## src/hdl/pdp_pkg.sv

```systemverilog
// shared types and constants for the packed int2 scaled dot product unit
// used by pdp_front, pdp_queue, pdp_back and the top level
`default_nettype none

package pdp_pkg;

  localparam int LANES       = 4;
  localparam int ACC_W       = 18;
  localparam int SCALE_W     = 16;
  localparam int SHIFT_W     = 5;
  localparam int LANE_SUM_W  = 6;
  localparam int PROD1_W     = ACC_W + SCALE_W;
  localparam int PROD2_W     = PROD1_W + SCALE_W;
  localparam int RESULT_W    = 32;
  localparam int QUEUE_DEPTH = 2;

  localparam logic [SHIFT_W-1:0] SHIFT_RESET = 5'd14;

  localparam logic signed [ACC_W:0] ACC_MAX = 19'sd131071;
  localparam logic signed [ACC_W:0] ACC_MIN = -19'sd131072;

  localparam logic signed [RESULT_W-1:0] RES_MAX = 32'sh7fff_ffff;
  localparam logic signed [RESULT_W-1:0] RES_MIN = 32'sh8000_0000;

  // one finished dot product waiting for scaling
  typedef struct packed {
    logic signed [ACC_W-1:0]   acc;
    logic signed [SCALE_W-1:0] row;
    logic signed [SCALE_W-1:0] col;
  } job_t;

  typedef enum logic [1:0] {
    B_IDLE,
    B_MUL_COL,
    B_SAT
  } back_state_t;

  // lane product of two packed 2-bit signed values
  function automatic logic signed [3:0] lane_product(input logic [1:0] a,
                                                     input logic [1:0] b);
    logic signed [3:0] sa;
    logic signed [3:0] sb;
    sa = 4'(signed'(a));
    sb = 4'(signed'(b));
    return 4'(sa * sb);
  endfunction

endpackage

`default_nettype wire

```

## src/hdl/pdp_front.sv

```systemverilog
// front end: accepts byte pairs, accumulates lane products, emits jobs on last
// depends on pdp_pkg
`default_nettype none

module pdp_front (
  input  wire logic          clk,
  input  wire logic          rst,
  input  wire logic          in_valid,
  input  wire logic [7:0]    a_byte,
  input  wire logic [7:0]    b_byte,
  input  wire logic          last,
  input  wire logic [15:0]   row_scale,
  input  wire logic [15:0]   col_scale,
  input  wire logic          queue_full,
  output logic               in_ready,
  output logic               push,
  output pdp_pkg::job_t      push_job
);

  logic signed [pdp_pkg::ACC_W-1:0]      acc;
  logic signed [pdp_pkg::LANE_SUM_W-1:0] lane_sum;
  logic signed [pdp_pkg::ACC_W:0]        wide_sum;
  logic signed [pdp_pkg::ACC_W-1:0]      acc_next;
  logic                                  take;

  assign in_ready = !queue_full;
  assign take     = in_valid && in_ready;

  always_comb begin
    lane_sum = '0;
    for (int i = 0; i < pdp_pkg::LANES; i++) begin
      lane_sum = lane_sum + pdp_pkg::LANE_SUM_W'(
        pdp_pkg::lane_product(a_byte[2*i +: 2], b_byte[2*i +: 2]));
    end
    wide_sum = (pdp_pkg::ACC_W + 1)'(acc) + (pdp_pkg::ACC_W + 1)'(lane_sum);
    // clamp instead of wrapping on overlong runs
    if (wide_sum > pdp_pkg::ACC_MAX) begin
      acc_next = pdp_pkg::ACC_W'(pdp_pkg::ACC_MAX);
    end else if (wide_sum < pdp_pkg::ACC_MIN) begin
      acc_next = pdp_pkg::ACC_W'(pdp_pkg::ACC_MIN);
    end else begin
      acc_next = pdp_pkg::ACC_W'(wide_sum);
    end
  end

  assign push         = take && last;
  assign push_job.acc = acc_next;
  assign push_job.row = signed'(row_scale);
  assign push_job.col = signed'(col_scale);

  always_ff @(posedge clk) begin
    if (rst) begin
      acc <= '0;
    end else if (take) begin
      acc <= last ? '0 : acc_next;
    end
  end

`ifndef SYNTHESIS
  a_clear_after_last: assert property (@(posedge clk) disable iff (rst)
    (take && last) |=> (acc == '0))
    else $error("accumulator not cleared after last");
`endif

endmodule

`default_nettype wire

```

## src/hdl/pdp_queue.sv

```systemverilog
// short job queue between the front end and the scaling back end
// depends on pdp_pkg
`default_nettype none

module pdp_queue (
  input  wire logic          clk,
  input  wire logic          rst,
  input  wire logic          push,
  input  wire pdp_pkg::job_t push_job,
  input  wire logic          pop,
  output pdp_pkg::job_t      head,
  output logic               full,
  output logic               empty
);

  localparam int PTR_W = $clog2(pdp_pkg::QUEUE_DEPTH);
  localparam int CNT_W = $clog2(pdp_pkg::QUEUE_DEPTH + 1);

  pdp_pkg::job_t    slots [pdp_pkg::QUEUE_DEPTH];
  logic [PTR_W-1:0] wr_ptr;
  logic [PTR_W-1:0] rd_ptr;
  logic [CNT_W-1:0] count;

  assign full  = (count == CNT_W'(pdp_pkg::QUEUE_DEPTH));
  assign empty = (count == '0);
  assign head  = slots[rd_ptr];

  always_ff @(posedge clk) begin
    if (push) begin
      slots[wr_ptr] <= push_job;
    end
  end

  always_ff @(posedge clk) begin
    if (rst) begin
      wr_ptr <= '0;
      rd_ptr <= '0;
      count  <= '0;
    end else begin
      if (push) begin
        wr_ptr <= (wr_ptr == PTR_W'(pdp_pkg::QUEUE_DEPTH - 1)) ? '0 : wr_ptr + 1'b1;
      end
      if (pop) begin
        rd_ptr <= (rd_ptr == PTR_W'(pdp_pkg::QUEUE_DEPTH - 1)) ? '0 : rd_ptr + 1'b1;
      end
      case ({push, pop})
        2'b10:   count <= count + 1'b1;
        2'b01:   count <= count - 1'b1;
        default: count <= count;
      endcase
    end
  end

`ifndef SYNTHESIS
  a_no_overflow: assert property (@(posedge clk) disable iff (rst)
    !(push && full))
    else $error("push into full queue");
  a_no_underflow: assert property (@(posedge clk) disable iff (rst)
    !(pop && empty))
    else $error("pop from empty queue");
`endif

endmodule

`default_nettype wire

```

## src/hdl/pdp_back.sv

```systemverilog
// back end: scales a finished sum by row and column scale, shifts, saturates
// depends on pdp_pkg; holds the result_shift register and the output register
`default_nettype none

module pdp_back (
  input  wire logic                           clk,
  input  wire logic                           rst,
  input  wire logic                           cfg_we,
  input  wire logic [pdp_pkg::SHIFT_W-1:0]    cfg_wdata,
  input  wire pdp_pkg::job_t                  head,
  input  wire logic                           empty,
  output logic                                pop,
  output logic                                out_valid,
  input  wire logic                           out_ready,
  output logic [pdp_pkg::RESULT_W-1:0]        scaled_result,
  output logic                                saturated
);

  pdp_pkg::back_state_t state;
  pdp_pkg::back_state_t state_next;

  logic [pdp_pkg::SHIFT_W-1:0]          result_shift;
  logic signed [pdp_pkg::PROD1_W-1:0]   p1;
  logic signed [pdp_pkg::SCALE_W-1:0]   col;
  logic signed [pdp_pkg::PROD2_W-1:0]   p2;
  logic signed [pdp_pkg::PROD2_W-1:0]   shifted;
  logic [pdp_pkg::PROD2_W-pdp_pkg::RESULT_W:0] top_bits;
  logic signed [pdp_pkg::RESULT_W-1:0]  sat_value;
  logic                                 sat_flag;
  logic                                 load_out;

  always_comb begin
    state_next = state;
    pop        = 1'b0;
    load_out   = 1'b0;
    case (state)
      pdp_pkg::B_IDLE: begin
        if (!empty) begin
          pop        = 1'b1;
          state_next = pdp_pkg::B_MUL_COL;
        end
      end
      pdp_pkg::B_MUL_COL: begin
        state_next = pdp_pkg::B_SAT;
      end
      pdp_pkg::B_SAT: begin
        if (!out_valid || out_ready) begin
          load_out   = 1'b1;
          state_next = pdp_pkg::B_IDLE;
        end
      end
      default: begin
        state_next = pdp_pkg::B_IDLE;
      end
    endcase
  end

  // arithmetic shift floors, then clip to 32 bits
  always_comb begin
    shifted  = p2 >>> result_shift;
    top_bits = shifted[pdp_pkg::PROD2_W-1:pdp_pkg::RESULT_W-1];
    if (!shifted[pdp_pkg::PROD2_W-1] && (|top_bits)) begin
      sat_value = pdp_pkg::RES_MAX;
      sat_flag  = 1'b1;
    end else if (shifted[pdp_pkg::PROD2_W-1] && !(&top_bits)) begin
      sat_value = pdp_pkg::RES_MIN;
      sat_flag  = 1'b1;
    end else begin
      sat_value = shifted[pdp_pkg::RESULT_W-1:0];
      sat_flag  = 1'b0;
    end
  end

  always_ff @(posedge clk) begin
    if (rst) begin
      state <= pdp_pkg::B_IDLE;
    end else begin
      state <= state_next;
    end
  end

  always_ff @(posedge clk) begin
    if (rst) begin
      result_shift <= pdp_pkg::SHIFT_RESET;
    end else if (cfg_we) begin
      result_shift <= cfg_wdata;
    end
  end

  always_ff @(posedge clk) begin
    if (pop) begin
      p1  <= pdp_pkg::PROD1_W'(head.acc) * pdp_pkg::PROD1_W'(head.row);
      col <= head.col;
    end
    if (state == pdp_pkg::B_MUL_COL) begin
      p2 <= pdp_pkg::PROD2_W'(p1) * pdp_pkg::PROD2_W'(col);
    end
    if (load_out) begin
      scaled_result <= sat_value;
      saturated     <= sat_flag;
    end
  end

  always_ff @(posedge clk) begin
    if (rst) begin
      out_valid <= 1'b0;
    end else if (load_out) begin
      out_valid <= 1'b1;
    end else if (out_ready) begin
      out_valid <= 1'b0;
    end
  end

`ifndef SYNTHESIS
  a_pop_starts_job: assert property (@(posedge clk) disable iff (rst)
    pop |=> (state == pdp_pkg::B_MUL_COL))
    else $error("pop did not start a scaling job");
`endif

endmodule

`default_nettype wire

```

## src/hdl/packed_int2_scaled_dot_product_unit.sv

```systemverilog
// packed int2 dot product with Q1.15 row and column scales
// top level: instantiates pdp_front, pdp_queue and pdp_back; uses pdp_pkg
//
// s_axis carries byte pairs of A and B along K; tlast marks the last pair of a
// dot product, and only on that pair are the row and column scales used.
// Every pair adds four signed 2-bit lane products into an 18-bit accumulator
// that clips instead of wrapping. m_axis returns one result per tlast: the
// sum times both scales, arithmetic right shift by result_shift, clipped to
// signed 32 bits, with tuser set when clipping happened.
// cfg_we writes cfg_wdata into result_shift (reset value 14); write it only
// while the unit is idle.
// Throughput: one pair per cycle while the two-entry job queue has room. The
// scaling sequencer finishes one dot product (two multiply steps, then shift
// and clip) before it pops the next, so back-to-back tlast pairs wait in the
// queue. A result then passes through p1, p2 and the output register.
// When m_axis stalls the result waits in the output register, the sequencer
// holds its next result, the queue fills, and then s_axis_tready drops.
// Synchronous reset clears the accumulator, the queue, the sequencer and the
// output valid, and restores result_shift to 14.
`default_nettype none

module packed_int2_scaled_dot_product_unit (
  input  wire logic        clk,
  input  wire logic        rst,
  input  wire logic        s_axis_tvalid,
  output logic             s_axis_tready,
  // a_byte [7:0], b_byte [15:8], row_scale [31:16], col_scale [47:32]
  input  wire logic [47:0] s_axis_tdata,
  input  wire logic        s_axis_tlast,
  output logic             m_axis_tvalid,
  input  wire logic        m_axis_tready,
  // scaled_result [31:0]
  output logic [31:0]      m_axis_tdata,
  // saturated [0]
  output logic             m_axis_tuser,
  input  wire logic        cfg_we,
  input  wire logic [4:0]  cfg_wdata
);

  pdp_pkg::job_t push_job;
  pdp_pkg::job_t head;
  logic          push;
  logic          pop;
  logic          queue_full;
  logic          queue_empty;

  pdp_front u_front (
    .clk        (clk),
    .rst        (rst),
    .in_valid   (s_axis_tvalid),
    .a_byte     (s_axis_tdata[7:0]),
    .b_byte     (s_axis_tdata[15:8]),
    .last       (s_axis_tlast),
    .row_scale  (s_axis_tdata[31:16]),
    .col_scale  (s_axis_tdata[47:32]),
    .queue_full (queue_full),
    .in_ready   (s_axis_tready),
    .push       (push),
    .push_job   (push_job)
  );

  pdp_queue u_queue (
    .clk      (clk),
    .rst      (rst),
    .push     (push),
    .push_job (push_job),
    .pop      (pop),
    .head     (head),
    .full     (queue_full),
    .empty    (queue_empty)
  );

  pdp_back u_back (
    .clk           (clk),
    .rst           (rst),
    .cfg_we        (cfg_we),
    .cfg_wdata     (cfg_wdata),
    .head          (head),
    .empty         (queue_empty),
    .pop           (pop),
    .out_valid     (m_axis_tvalid),
    .out_ready     (m_axis_tready),
    .scaled_result (m_axis_tdata),
    .saturated     (m_axis_tuser)
  );

endmodule

`default_nettype wire
```

## config.mk

```make
export PLATFORM = sky130hd
export DESIGN_NAME = packed_int2_scaled_dot_product_unit
export DESIGN_NICKNAME = d
export VERILOG_FILES = /design/src/hdl/pdp_pkg.sv /design/src/hdl/pdp_front.sv /design/src/hdl/pdp_queue.sv /design/src/hdl/pdp_back.sv /design/src/hdl/packed_int2_scaled_dot_product_unit.sv
export SDC_FILE = /design/constraint.sdc
export NUM_CORES = 2
export LEC_CHECK = 0
export BUFFER_PORTS_ARGS = -buffer_cell sky130_fd_sc_hd__buf_2
export CAP_MARGIN = 0
export CORE_MARGIN = 5
export CORE_UTILIZATION = 66
export CTS_BUF_LIST = sky130_fd_sc_hd__clkbuf_16
export CTS_CLUSTER_DIAMETER = 50
export CTS_CLUSTER_SIZE = 28
export DETAILED_ROUTE_END_ITERATION = 8
export PLACE_DENSITY_LB_ADDON = 0.15
export SLEW_MARGIN = 25
export SYNTH_ARGS = -nofsm -noshare
export SYNTH_HDL_FRONTEND = slang
export SYNTH_HIERARCHICAL = 1
export SYNTH_SLANG_ARGS = --single-unit
```

## constraint.sdc

```tcl
create_clock -name clk -period 9.99 [get_ports clk]
set_clock_uncertainty 0.2 [all_clocks]
set_input_delay 0.4995 -clock clk [delete_from_list [all_inputs] [get_ports clk]]
set_output_delay 0.4995 -clock clk [all_outputs]
set_load 0.01 [all_outputs]
```

After elaboration in Yosys (flattened, before gate mapping)
Memories as Yosys holds them, arrays and structs flattened. A register that Yosys moved wholly into a read port is not among the register bits.
Index checks and enable logic that the tools add are counted.
{"block": "word_totals", "in_bits": 59, "elab_cells": 74, "ramBits": 100, "reg_bits": 163, "out_inout_bits": 35, "n_memories": 1}
{"memory": "u_queue.slots", "words": 2, "width": 50, "rd": 1, "rd_ports_with_merged_regs": 1, "wr": 1, "line_no": "pdp_queue.sv:19", "text": "pdp_pkg::job_t slots [pdp_pkg::QUEUE_DEPTH];"}
{"block": "op_classes", "n_lt_le_gt_ge": 2, "n_mux": 21, "reduce_logical": 16, "shifts": 1, "n_eq_ne": 7, "add_sub_neg": 8, "mul": 6}
{"cell": "18-bit 2-to-1 mux", "count": 3}
{"cell": "34-bit by 16-bit multiplier with 50-bit output", "count": 1}
{"cell": "50-bit by 5-bit >>> shifter with 50-bit output", "count": 1}
{"cell": "18-bit by 16-bit multiplier with 34-bit output", "count": 1}
{"cell": "32-bit 2-to-1 mux", "count": 1}
{"cell": "18-bit by 6-bit adder with 19-bit output", "count": 1}
{"cell": "19-bit by 18-bit > comparator with 1-bit output, second input constant", "count": 1}
{"cell": "19-bit by 18-bit < comparator with 1-bit output, second input constant", "count": 1}
{"cell": "19-bit AND reduction", "count": 1}
{"cell": "19-bit OR reduction", "count": 1}
{"cell": "2-bit by 2-bit multiplier with 4-bit output", "count": 4}
{"cell": "1-bit 2-to-1 mux", "count": 13}
{"cell": "5-bit by 4-bit adder with 6-bit output", "count": 1}
{"cell": "6-bit by 4-bit adder with 6-bit output", "count": 1}
{"cell": "2-bit == test, second input constant", "count": 3}
{"cell": "2-bit one-hot mux with 3 select lines", "count": 1}
{"cell": "4-bit by 4-bit adder with 5-bit output", "count": 1}
{"cell": "2-bit by 1-bit == test with 1-bit output, second input constant", "count": 2}
{"cell": "1-bit logical AND", "count": 4}
{"cell": "1-bit zero test", "count": 4}
{"cell": "2-bit zero test", "count": 2}
{"cell": "2-bit 2-to-1 mux", "count": 2}
{"cell": "2-bit one-hot mux with 2 select lines", "count": 1}
{"cell": "2-bit nonzero test", "count": 2}
{"cell": "7 further kinds", "count": 8}

Longest topological paths before layout
{"block": "depth", "ltp_word": 9, "depth_mapped": 28, "mapped_depth_nobuf": 25}

Cells and area by module
Netlist, hierarchy kept.
{"mod": "pdp_back", "n_inst": 1, "cells_per_inst": 3966, "area_each_um2": 37079.3, "seq_area_each_um2": 4154.0}
{"mod": "pdp_front", "n_inst": 1, "cells_per_inst": 459, "area_each_um2": 3976.3, "seq_area_each_um2": 360.3}
{"mod": "pdp_queue", "n_inst": 1, "cells_per_inst": 178, "area_each_um2": 3799.9, "seq_area_each_um2": 3103.0}

Least setup slack after synthesis
No wires, ideal clock.
{"block": "synth_path", "path_kind": "register -> register", "start": "reg with a tool-made name", "end": "reg u_back/p1[32] (netlist bit) (data pin)", "required_ns": 9.532, "n_path_buf": 3, "setup_slack_ns": 3.052, "synth_period_minus_slack_ns": 6.938, "stages_incl_launch_ff": 27, "setup_time_ns": 0.258, "t_arrival_ns": 6.480, "path_cell_list": "dfxtp_1 > clkbuf_1 > buf_2 > mux2_2 > clkbuf_1 > nand2_1 > inv_1 > fa_1 > inv_1 > fa_1 > inv_1 > fa_1 > fa_1 > fa_1 > inv_1 > fa_1 > inv_1 > ha_1 > o21a_1 > o21a_1 > o22a_1 > a31oi_1 > o311a_1 > nor3_2 > a211o_1 > a21oi_1 > xnor2_1"}
{"item": "to (signal assigned)", "line_no": "pdp_back.sv:92", "text": "p1 <= pdp_pkg::PROD1_W'(head.acc) * pdp_pkg::PROD1_W'(head.row);"}
{"item": "to (decl)", "line_no": "pdp_back.sv:23", "text": "logic signed [pdp_pkg::PROD1_W-1:0] p1;"}

==> results.sh <==
export IMPL_drc=0
export IMPL_grt_max_degree=56
export IMPL_cp_cell_sequence="buf_4, mux2_2, nand2_1, fa_1, inv_1, fa_1, inv_1, fa_1, inv_1, fa_1, inv_1, fa_1, inv_1, fa_1, ha_1, and3_1, nand3_1, nor4_1, o21bai_1, a21oi_1, a41oi_1, o21ai_1, a21oi_1, xnor2_1"
export IMPL_num_nets_final=5726
export IMPL_maxSlewViolCount=0
export IMPL_antenna_left=0
export IMPL_grt_antenna_before_repair=0
export IMPL_routed_via_density=5.636
export IMPL_synth_top_cell_area_share=0.3856
export IMPL_final_cell_mix="1033 x inv_1, 864 x fa_1, 636 x nand2_1"
export IMPL_fp_coreArea_mm2=0.06728
export IMPL_clock_sinks=264
export IMPL_cts_resized_gates=0
export IMPL_tns_ns=0
export IMPL_async_flop_share=0
export IMPL_status="completed"
export IMPL_start_util=0.6667
export IMPL_cp_end_kind="register"
export IMPL_syn_inst=4603
export IMPL_rsz0062_at_grt="no"
export IMPL_start_kind="register"
export IMPL_final_common_cell="inv_1"
export IMPL_hold_buffers=35
export IMPL_cts_path_max_buffers=3
export IMPL_cts_tree="done"
export IMPL_dr_pass1_iters=6
export IMPL_final_layout_size_suffix_gt1_frac=0.07895
export IMPL_wl_um=100900
export IMPL_clkSlewWorstSetupHoldPaths_ns=0.07
export IMPL_seq_area_frac_synth=0.1698
export IMPL_vias=30760
export IMPL_place_congestion=0.8948
export IMPL_post_route_period_util=0.7869
export IMPL_dp_hpwl_um=79210
export IMPL_worstMarginPinSlew_ns=0.9334
export IMPL_synth_ff_type="edfxtp_1"
export IMPL_critPathKind="register to register"
export IMPL_fillers=5218
export IMPL_dieArea_mm2=0.07328
export IMPL_yosys_register_bits=264
export IMPL_syn_num_nets=5771
export IMPL_fmax_ghz=0.1272
export IMPL_relSlewSlack=0.3750
export IMPL_cp_common_cell="fa_1"
export IMPL_cts_buffers=36
export IMPL_io_pins=94
export IMPL_grt_first_pass_wirelength_um=169000
export IMPL_hold_viol=0
export IMPL_synth_edf_count=233
export IMPL_synth_top_area_cell="fa_1"
export IMPL_io_buffers=93
export IMPL_die_w_um=270.7
export IMPL_row_count=95
export IMPL_grt_pass1_vias=33330
export IMPL_cp_arrival_ns=7.96
export IMPL_critPathMaxStageDelay_ns=0.83
export IMPL_yosys_cell_types_count=95
export IMPL_gr_total_overflow=0
export IMPL_period_minus_slack_ns=7.861
export IMPL_netlist_top_cells_area="fa_1 39%, edfxtp_1 16%, inv_1 8.6%"
export IMPL_cts_root_buf="clkbuf_16"
export IMPL_path_max_fanout=33
export IMPL_cp_required_ns=10.09
export IMPL_area_growth_syn_to_layout_pct=5.077
export IMPL_avgRoutedWirePerCell_um=18.49
export IMPL_clk_latency_ns=0.56
export IMPL_cts_setup_buffers=0
export IMPL_antenna_cells=0
export IMPL_die_y_um=270.7
export IMPL_synth_cell_area_mm2=0.04486
export IMPL_drtIter0Drc=2094
export IMPL_crit_slowest_cell="dfxtp_2"
export IMPL_hp_class="input port to register"
export IMPL_htreeDepth=2
export IMPL_grtUsageTotal=0.2843
export IMPL_syn_area_per_cell_um2=9.745
export IMPL_finalSetupViolCount=0
export IMPL_yosys_warnings=6
export IMPL_drv_cap=0
-- synth_stat cells, drive strengths merged (4+ instances only) --
| library cell | count |
|---|---|
| nor2b | 12 |
| o211ai | 13 |
| edfxtp | 233 |
| nand2 | 639 |
| fa | 864 |
| nor2 | 157 |
| o31ai | 8 |
| a21boi | 4 |
| clkbuf | 171 |
| and3 | 12 |
| a2111oi | 4 |
| o311ai | 17 |
| a21oi | 97 |
| o31a | 4 |
| or3 | 6 |
| a31oi | 22 |
| or2 | 8 |
| nor4 | 6 |
| xnor2 | 79 |
| o21ai | 116 |
| and2 | 340 |
| nor3 | 15 |
| ha | 245 |
| mux2i | 41 |
| buf | 72 |
| nor3b | 4 |
| a211o | 5 |
| nand3 | 30 |
| a41oi | 6 |
| mux4 | 31 |
| a21o | 45 |
| a311oi | 5 |
| o21bai | 13 |
| nand2b | 29 |
| inv | 1032 |
| mux2 | 67 |
| o22ai | 9 |
| dfxtp | 31 |
| o21a | 24 |
| nand4 | 10 |
| a211oi | 9 |
| xor2 | 30 |
-- metrics by stage --
stage	worst slack [ns]	instance area, um^2	hold WS (ns)	std cells	util
4_1_cts	2.103	47130	0.008613	5458	0.7006
5_1_grt	1.651	47130	0.02301	5458	0.7006
6_report	2.129	47130	0.01837	5458	0.7006
3_3_place_gp	2.180	45510	0.2503	5358	0.6765
2_1_floorplan	3.052	44860	0.2249	4603	-
3_5_place_dp	2.091	45510	0.2518	5358	0.6765
-- layer usage --
layer	part of all wire	up-vias	GRT usage
met1	0.41	15430	0.3853
met5	0	-	0
met4	0.034	0	0.08802
li1	-	13960	-
met3	0.066	234	0.03978
met2	0.49	1145	0.4829
-- flip-flops by register name, summed over array words and instances (netlist names), named ones only --
name	flops
u_queue/wr_ptr	1
u_back/result_shift	5
u_back/out_valid	1
u_back/saturated	1
u_back/col	16
u_back/p2	50
u_back/p1	34
u_queue/slots	100
u_front/acc	18
u_back/state	2
u_queue/count	2
u_queue/rd_ptr	1
u_back/scaled_result	32
-- cell type report --
cell class,instances,area [um^2],area share
well taps,873,1092,0.02317
multi-input cells,3064,32220,0.6836
inverters,1032,3874,0.08219
flip-flops and latches,264,7621,0.1617
repair buffers,160,1056,0.02241
clock inverters,29,367.9,0.007805
clock buffers,36,900.9,0.01911
-- worst max-delay path, delay by kind of cell, from the launching register on --
family | cells | cell delay, ns
compound gates | 5 | 0.91
xor+xnor | 1 | 0.13
fa+ha+maj | 7 | 3.29
buf+inv | 6 | 0.63
flops | 1 | 0.83
mux | 1 | 0.49
simple gates | 4 | 1.11
-- path summary, 6_finish.rpt --
| check | startpoint | to | slack, ns | cells past startpoint |
|---|---|---|---|---|
| worst max-delay path | register | u_back/p1[33] | 2.13 | 24 |
| worst min-delay path | cfg_wdata[4] | u_back/result_shift[4] | 0.02 | 3 |
| worst max register to register | register | u_back/p1[33] | 2.13 | 24 |
| worst min register to register | u_front/acc[17] | u_front/acc[17] | 0.26 | 2 |
-- kinds of logic (layout without fill, tap and decap cells) --
| group | count (synthesis) | after routing | synth area share |
|---|---|---|---|
| xor gates and xnor gates | 109 | 109 | 0.02128 |
| AOI/OAI and AO/OA | 428 | 428 | 0.06575 |
| muxes | 139 | 139 | 0.04206 |
| buffers and inverters | 1275 | 1257 | 0.1127 |
| DFF | 264 | 264 | 0.1698 |
| adders and majority gates | 1110 | 1110 | 0.4542 |
| and+or+nand+nor | 1278 | 1278 | 0.1342 |
Power is left out: the tool's default activity adds up to more than one toggle a clock period on the data nets, which glitch-free logic cannot reach.
